## src/hdl/uad_pkg.sv

```systemverilog
// shared types and constants of the usb accessory detect core
package uad_pkg;

    localparam int CfgAddrWidth = 3;
    localparam int CfgDataWidth = 32;
    localparam int DelayWidth   = 10;
    localparam int FirstWidth   = 8;

    localparam logic [CfgAddrWidth-3:0] RegFirstDelay  = 1'b0;
    localparam logic [CfgAddrWidth-3:0] RegSettleDelay = 1'b1;

    localparam logic [FirstWidth-1:0] FirstDelayReset  = 8'd11;
    localparam logic [DelayWidth-1:0] SettleDelayReset = 10'd100;

    typedef enum logic [2:0] {
        ST_CONFIG   = 3'd0,
        ST_SAMPLE   = 3'd1,
        ST_DEBOUNCE = 3'd2,
        ST_IDENTIFY = 3'd3,
        ST_USB      = 3'd4,
        ST_FACTORY  = 3'd5,
        ST_CHARGER  = 3'd6
    } ctl_state_t;

    typedef enum logic [1:0] {
        ACC_NONE    = 2'd0,
        ACC_USB     = 2'd1,
        ACC_FACTORY = 2'd2,
        ACC_CHARGER = 2'd3
    } acc_t;

    // port setups applied by the detection steps
    typedef enum logic [1:0] {
        PORT_NONE    = 2'd0,
        PORT_USB     = 2'd1,
        PORT_CHARGER = 2'd2,
        PORT_UNKNOWN = 2'd3
    } port_mode_t;

    // sense bits, id_float in bit 0
    typedef struct packed {
        logic single_ended_one;
        logic session_valid;
        logic vbus_valid;
        logic charge_current;
        logic id_ground;
        logic id_float;
    } sense_t;

    typedef struct packed {
        logic pulldowns_by_host;
        logic pullup_by_host;
        logic transceiver_enable;
        logic vbus_pulldown;
    } hw_ctl_t;

    typedef struct packed {
        logic id_float;
        logic id_ground;
        logic charge_current;
        logic vbus_valid;
        logic session_valid;
        logic single_ended_one;
    } in_beat_t;

    typedef struct packed {
        ctl_state_t            next_state;
        acc_t                  accessory;
        logic                  reschedule;
        logic [DelayWidth-1:0] delay_ms;
        logic                  supply_enable;
        logic                  vbus_pulldown;
        logic                  transceiver_enable;
        logic                  pullup_by_host;
        logic                  pulldowns_by_host;
        logic [4:0]            irq_enable;
    } out_beat_t;

    localparam logic [5:0] PatUsb      = 6'b011101;
    localparam logic [5:0] PatUsbFlash = 6'b011100;
    localparam logic [5:0] PatFactory  = 6'b011111;
    localparam logic [5:0] PatChgFloat = 6'b111101;
    localparam logic [5:0] PatCharger  = 6'b111100;

    localparam logic [4:0] IrqChrgDet = 5'b00001;
    localparam logic [4:0] IrqCurr    = 5'b00010;
    localparam logic [4:0] IrqSe1     = 5'b00100;
    localparam logic [4:0] IrqIdGnd   = 5'b01000;
    localparam logic [4:0] IrqVbus    = 5'b10000;

endpackage

```

## src/hdl/usb_accessory_detect_fsm_core.sv

```systemverilog
// usb accessory detect state machine with input and result registers
//
//  channel | direction | handshake          | payload
//  --------+-----------+--------------------+---------------------------
//  in      | input     | in_valid/in_stall   | in_data (six sense bits)
//  out     | output    | out_valid/out_stall | out_data (state, controls)
//  cfg     | input     | apb, pready high   | first/settle delay regs
//
// a beat is held in the input register and then lands in the result register,
// one beat per cycle while no stall holds the result register; the state
// update for a beat happens in the same cycle it moves into the result register.
// reset puts the machine in configure with supply off, all irqs masked and
// delays at 11 and 100 ms.
// a stall on out holds the result register and backs up into in_stall once the
// input register is also full.
module usb_accessory_detect_fsm_core
    import uad_pkg::*;
(
    input  logic                    clk,
    input  logic                    rst_n,

    input  logic                    in_valid,
    output logic                    in_stall,
    input  in_beat_t                in_data,

    output logic                    out_valid,
    input  logic                    out_stall,
    output out_beat_t               out_data,

    input  logic                    psel,
    input  logic                    penable,
    input  logic                    pwrite,
    input  logic [CfgAddrWidth-1:0] paddr,
    input  logic [CfgDataWidth-1:0] pwdata,
    output logic [CfgDataWidth-1:0] prdata,
    output logic                    pready
);

    logic [FirstWidth-1:0] first_delay_reg;
    logic [DelayWidth-1:0] settle_delay_reg;

    logic       in_vld_reg;
    in_beat_t   in_beat_reg;
    logic       out_vld_reg;
    out_beat_t  out_beat_reg;

    ctl_state_t state_reg, state_next;
    logic [5:0] last_sense_reg, last_sense_next;
    acc_t       acc_reg, acc_next;
    logic [4:0] irq_reg, irq_next;
    logic       supply_reg, supply_next;
    hw_ctl_t    hw_reg, hw_next;

    logic                  resched;
    logic [DelayWidth-1:0] delay;
    sense_t                s;
    logic                  out_free;
    logic                  advance;
    logic                  cfg_wr;

    // configuration port
    assign pready = 1'b1;
    assign cfg_wr = psel & penable & pwrite;

    always_ff @(posedge clk or negedge rst_n)
    begin
        if (!rst_n)
        begin
            first_delay_reg  <= FirstDelayReset;
            settle_delay_reg <= SettleDelayReset;
        end
        else if (cfg_wr)
        begin
            if (paddr[CfgAddrWidth-1:2] == RegFirstDelay)
                first_delay_reg <= pwdata[FirstWidth-1:0];
            else
                settle_delay_reg <= pwdata[DelayWidth-1:0];
        end
    end

    always_comb
    begin
        if (paddr[CfgAddrWidth-1:2] == RegSettleDelay)
            prdata = {{(CfgDataWidth-DelayWidth){1'b0}}, settle_delay_reg};
        else
            prdata = {{(CfgDataWidth-FirstWidth){1'b0}}, first_delay_reg};
    end

    // handshake between the two register stages
    assign out_free  = ~out_vld_reg | ~out_stall;
    assign advance   = in_vld_reg & out_free;
    assign in_stall  = in_vld_reg & ~out_free;
    assign out_valid = out_vld_reg;
    assign out_data  = out_beat_reg;

    always_ff @(posedge clk or negedge rst_n)
    begin
        if (!rst_n)
        begin
            in_vld_reg  <= 1'b0;
            out_vld_reg <= 1'b0;
        end
        else
        begin
            if (!in_stall)
                in_vld_reg <= in_valid;
            if (out_free)
                out_vld_reg <= in_vld_reg;
        end
    end

    always_ff @(posedge clk)
    begin
        if (!in_stall && in_valid)
            in_beat_reg <= in_data;
    end

    function automatic hw_ctl_t set_port(hw_ctl_t hw, port_mode_t mode);
        hw_ctl_t h;
        h = hw;
        h.pullup_by_host = 1'b1;
        case (mode)
            PORT_USB:
            begin
                h.vbus_pulldown      = 1'b0;
                h.pullup_by_host     = 1'b0;
                h.pulldowns_by_host  = 1'b0;
                h.transceiver_enable = 1'b1;
            end
            PORT_CHARGER: h.vbus_pulldown = 1'b1;
            PORT_UNKNOWN: h.vbus_pulldown = 1'b0;
            default:
            begin
                h.vbus_pulldown      = 1'b1;
                h.transceiver_enable = 1'b0;
            end
        endcase
        return h;
    endfunction

    always_comb
    begin
        s.id_float         = in_beat_reg.id_float;
        s.id_ground        = in_beat_reg.id_ground;
        s.charge_current   = in_beat_reg.charge_current;
        s.vbus_valid       = in_beat_reg.vbus_valid;
        s.session_valid    = in_beat_reg.session_valid;
        s.single_ended_one = in_beat_reg.single_ended_one;

        state_next      = state_reg;
        last_sense_next = last_sense_reg;
        acc_next        = acc_reg;
        irq_next        = irq_reg;
        supply_next     = supply_reg;
        hw_next         = hw_reg;
        resched         = 1'b0;
        delay           = '0;

        case (state_reg)
            ST_CONFIG:
            begin
                supply_next = 1'b1;
                irq_next    = '0;
                hw_next     = set_port(hw_reg, PORT_UNKNOWN);
                state_next  = ST_SAMPLE;
                resched     = 1'b1;
                delay       = {{(DelayWidth-FirstWidth){1'b0}}, first_delay_reg};
            end
            ST_SAMPLE:
            begin
                last_sense_next = s;
                state_next      = ST_DEBOUNCE;
                resched         = 1'b1;
                delay           = settle_delay_reg;
            end
            ST_DEBOUNCE:
            begin
                last_sense_next = s;
                resched         = 1'b1;
                if (last_sense_reg != s)
                    delay = settle_delay_reg;
                else
                begin
                    state_next = ST_IDENTIFY;
                    // floating id with no session yet needs another settle wait
                    if (!s.single_ended_one && s.id_float && !s.id_ground && !s.session_valid)
                        delay = settle_delay_reg;
                end
            end
            ST_IDENTIFY:
            begin
                last_sense_next = s;
                if (s inside {PatUsb, PatUsbFlash})
                begin
                    hw_next    = set_port(hw_reg, PORT_USB);
                    acc_next   = ACC_USB;
                    irq_next   = irq_reg | IrqChrgDet | IrqCurr | IrqSe1 | IrqIdGnd;
                    state_next = ST_USB;
                end
                else if (s == PatFactory)
                begin
                    hw_next    = set_port(hw_reg, PORT_USB);
                    acc_next   = ACC_FACTORY;
                    irq_next   = irq_reg | IrqSe1;
                    state_next = ST_FACTORY;
                end
                else if (s inside {PatChgFloat, PatCharger})
                begin
                    hw_next    = set_port(hw_reg, PORT_CHARGER);
                    acc_next   = ACC_CHARGER;
                    irq_next   = irq_reg | IrqCurr | IrqSe1 | IrqIdGnd;
                    state_next = ST_CHARGER;
                end
                else
                begin
                    hw_next     = set_port(hw_reg, PORT_NONE);
                    acc_next    = ACC_NONE;
                    supply_next = 1'b0;
                    irq_next    = irq_reg | IrqChrgDet | IrqCurr | IrqVbus;
                    state_next  = ST_CONFIG;
                end
            end
            ST_USB:
            begin
                last_sense_next = s;
                if (s.single_ended_one || s.id_ground || !s.vbus_valid)
                begin
                    if (s.single_ended_one)
                    begin
                        hw_next.pullup_by_host    = 1'b1;
                        hw_next.pulldowns_by_host = 1'b1;
                    end
                    state_next = ST_CONFIG;
                    resched    = 1'b1;
                end
                else
                    irq_next = irq_reg | IrqChrgDet | IrqCurr | IrqSe1 | IrqIdGnd;
            end
            ST_FACTORY:
            begin
                last_sense_next = s;
                if (s.single_ended_one)
                begin
                    state_next = ST_CONFIG;
                    resched    = 1'b1;
                end
                else
                    irq_next = irq_reg | IrqSe1;
            end
            ST_CHARGER:
            begin
                last_sense_next = s;
                if (!s.single_ended_one || (!s.vbus_valid && !s.charge_current))
                begin
                    state_next = ST_CONFIG;
                    resched    = 1'b1;
                end
                else
                    irq_next = irq_reg | IrqCurr | IrqSe1 | IrqIdGnd;
            end
            default:
            begin
                // unused code: drop the supply and restart at once
                supply_next = 1'b0;
                state_next  = ST_CONFIG;
                resched     = 1'b1;
            end
        endcase
    end

    always_ff @(posedge clk or negedge rst_n)
    begin
        if (!rst_n)
        begin
            state_reg      <= ST_CONFIG;
            last_sense_reg <= '0;
            acc_reg        <= ACC_NONE;
            irq_reg        <= '0;
            supply_reg     <= 1'b0;
            hw_reg         <= '0;
        end
        else if (advance)
        begin
            state_reg      <= state_next;
            last_sense_reg <= last_sense_next;
            acc_reg        <= acc_next;
            irq_reg        <= irq_next;
            supply_reg     <= supply_next;
            hw_reg         <= hw_next;
        end
    end

    always_ff @(posedge clk)
    begin
        if (advance)
        begin
            out_beat_reg.next_state         <= state_next;
            out_beat_reg.accessory          <= acc_next;
            out_beat_reg.reschedule         <= resched;
            out_beat_reg.delay_ms           <= delay;
            out_beat_reg.supply_enable      <= supply_next;
            out_beat_reg.vbus_pulldown      <= hw_next.vbus_pulldown;
            out_beat_reg.transceiver_enable <= hw_next.transceiver_enable;
            out_beat_reg.pullup_by_host     <= hw_next.pullup_by_host;
            out_beat_reg.pulldowns_by_host  <= hw_next.pulldowns_by_host;
            out_beat_reg.irq_enable         <= irq_next;
        end
    end

`ifndef SYNTHESIS
    a_delay_needs_resched: assert property (@(posedge clk) disable iff (!rst_n)
        out_valid && !out_data.reschedule |-> out_data.delay_ms == '0)
        else $error("delay given without a reschedule request");

    a_stall_only_when_full: assert property (@(posedge clk) disable iff (!rst_n)
        in_stall |-> out_valid && out_stall)
        else $error("input stalled while the result register can take a beat");

    a_usb_state_acc: assert property (@(posedge clk) disable iff (!rst_n)
        out_valid && out_data.next_state == ST_USB |-> out_data.accessory == ACC_USB)
        else $error("usb watch state without a usb accessory");

    a_advance_lands: assert property (@(posedge clk) disable iff (!rst_n)
        in_vld_reg && !out_stall |=> out_valid)
        else $error("beat from the input register did not reach the result register");
`endif

endmodule
```

## config.mk

```make
export PLATFORM = sky130hd
export DESIGN_NAME = usb_accessory_detect_fsm_core
export DESIGN_NICKNAME = d
export VERILOG_FILES = /design/src/hdl/uad_pkg.sv /design/src/hdl/usb_accessory_detect_fsm_core.sv
export SDC_FILE = /design/constraint.sdc
export NUM_CORES = 1
export LEC_CHECK = 0
export CAP_MARGIN = 30
export CORE_MARGIN = 10
export CORE_UTILIZATION = 46
export DETAILED_ROUTE_END_ITERATION = 7
export DONT_BUFFER_PORTS = 1
export GPL_TIMING_DRIVEN = 0
export MAX_ROUTING_LAYER = met4
export PLACE_DENSITY = 0.69
export SLEW_MARGIN = 20
export SYNTH_ARGS = -nofsm -noshare
export SYNTH_HDL_FRONTEND = slang
export SYNTH_SLANG_ARGS = --single-unit
```

## constraint.sdc

```tcl
create_clock -name clk -period 2.56 [get_ports clk]
set_input_delay 0.128 -clock clk [delete_from_list [all_inputs] [get_ports clk]]
set_output_delay 0.128 -clock clk [all_outputs]
set_load 0.005 [all_outputs]
```

==> impl_results.md <==
* FFs w/ async S/R, synth at 0.562
* Vias post-DR at 2,299
* Pre-CTS WS at 399 ps
* Most frequent cells in the layout: 35 x dfrtp_1, 33 x mux2_2, 32 x edfxtp_1
* GR Util All Layers at 0.136
* Via density at 5.25
* Vias in the first global route at 2,291
* WS Path Type: reg2reg
* Hold bufs inserted after CTS at 21
* Clock transition at the registers of the reported paths at 70 ps
* Layout area overhead at 16.8%
* DRT iter0 DRCs at between 100 and 150
* Die H at 107 µm
* CTS tree: done
* R2R Setup Slk at ~380 ps
* Pwr Total at between 0.003 and 0.004 W
* First-pass GRT wire length at 11.8 mm
* Clk buf depth at 2
* DP HPWL at between 5 and 6 mm
* Status: completed
* Final Util at 0.559
* Commonest non-fill, non-tap cell in the layout: dfrtp_1
* Clock Latency Late Sink at approximately 340 ps
* Min-delay worst type: in2reg
* Cell Area, Synth at 3510 µm²
* Final Instance Area at 4100 µm²
* Initial antenna violation count at 0
* Dpl cell area at 3710 µm²
* Layout Skew at about 9.5 ps
* EDFF count, synth at 32
* Maxcap violations at 0
* IO Pins at 109
* R2R cell count at 8
* Startpoint Class: flip-flop
* # Post-CTS Setup Buffers at 0
* Seq/Total Area, Yosys at 0.569
* Final Worst Setup Slack at between 300 and 400 ps
* Fin. Hold Viols at 0
* Inserted Clock Buffers at 9
* Row cnt at 31
* Worst vdd ir at 0.409 mV
* Worst-path fanout max at 35
* Nets at between 300 and 400
* Top FF cell, synth: dfrtp_1
* FF+latch count, synth at 73
* Final period util at 0.850
* RSZ-0062 raised after global routing: no
* CP arrival at between 2000 and 2500 ps
* Slew @ Worst Pin at between 700 and 800 ps
* DRC Markers at 0
* Max FFs per register at 26
* Post-synth cell types at between 40 and 50
* Largest net degree at the start of global routing at 42
* Final WL at about 7.5 mm
* H-Tree Depth at 3
* Clk root buf: clkbuf_8
* Post-CTS resize count at 0
* Final setup viols at 0
* Hold Path Cell Cnt at 1
* Fill cells at 622
* Initial core utilization at 0.478
* CP required at 2760 ps
* Core Area at 7330 µm²
* Yosys warns at 0
* Total negative setup slack at 0 ps
* Placer Congestion at 0.911
* Clock sinks at 73
* Buffers on Ports at 0
* Pwr dens at 890 nW/µm²
* Max Slew Vio Count at 0
* Die Area at 11,500 µm²
* Rel. slew slack at 0.486
* Ant. Diodes at 0
* Width of the die at between 100 and 150 µm
* Wire per inst at 17.1 µm
* Avg Inst Size Synth at about 12 µm²
* Max Freq at around 460 MHz
* Total gr overflow at 0
* Antenna Nets Post-Route at 0
* Crit. End Element: flip-flop
* Leakage power at 1.79 nW
* Layout cells sized above 1 at 0.263
* Tmin final at 2180 ps
* DR pass1 iterations at 4
* Synth Instances at 281
path summary, 6_finish.rpt:
| check | to | startpoint |
|---|---|---|
| setup / recovery | hw_reg[0] | out_valid |
| hold / removal | in_beat_reg[1] | in_valid |
| setup reg to reg | hw_reg[0] | out_valid |
| hold reg to reg | irq_reg[3] | irq_reg[3] |
| max in group asynchronous | settle_delay_reg[5] | rst_n |
| min in group asynchronous | hw_reg[2] | rst_n |
critical path: stages, from the launching register on:
cell,delay (ps)
dfrtp_1,420
nand2_1,110
nand2_1,100
buf_2,210
inv_1,180
buf_2,650
o21ai_0,190
nand2_1,100
o21ai_0,70
area by class of cell:
class	count	area, µm²	share of cell area
inverter	4	15.0	0.00367
tap	99	124	0.0302
multi-input combinational	190	1340	0.328
sequential	73	1990	0.487
timing repair buffer	21	220	0.0538
buffer	35	233	0.0568
clock inverter	3	16.3	0.00397
clock buffer	13	149	0.0364
kinds of logic after synthesis:
family | synth area share
AOI/OAI and AO/OA | 0.128
other | 0.00214
xor gates and xnor gates | 0.0150
muxes | 0.106
buffers and inverters | 0.0706
DFF | 0.569
and+or+nand+nor | 0.110
power breakdown:
group	switching (W)	internal (W)
clock network	0.000397	0.000375
logic	0.000546	0.000493
registers	0.000206	0.00163
metrics by stage:
stage,hold slack [ps],instances
floorplan,-168,302
global placement,-165,401
detailed placement,-165,401
CTS,163,438
global route,189,438
finish,186,438
Yosys cell counts, types with 6 or more instances:
library cell  number  area [µm²]
o21ai_0           14        70.1
nor3_1             7        35.0
edfxtp_1          32         961
a22o_1            12         105
dfstp_2            6         158
xor2_1             6        52.6
nor2_1             8        30.0
dfrtp_1           35         876
a21o_1            15         113
nand2_1           22        82.6
buf_2              6        30.0
mux2_2            33         372
buf_4             23         173
routing by layer:
metal	vias to the layer above	wire length, µm	track usage
li1	1089	-	-
met1	1121	3400	0.165
met2	78	3440	0.201
met3	11	529	0.0479
met4	0	146	0.0590
met5	-	0	-
(Power assumes the default switching activity.)
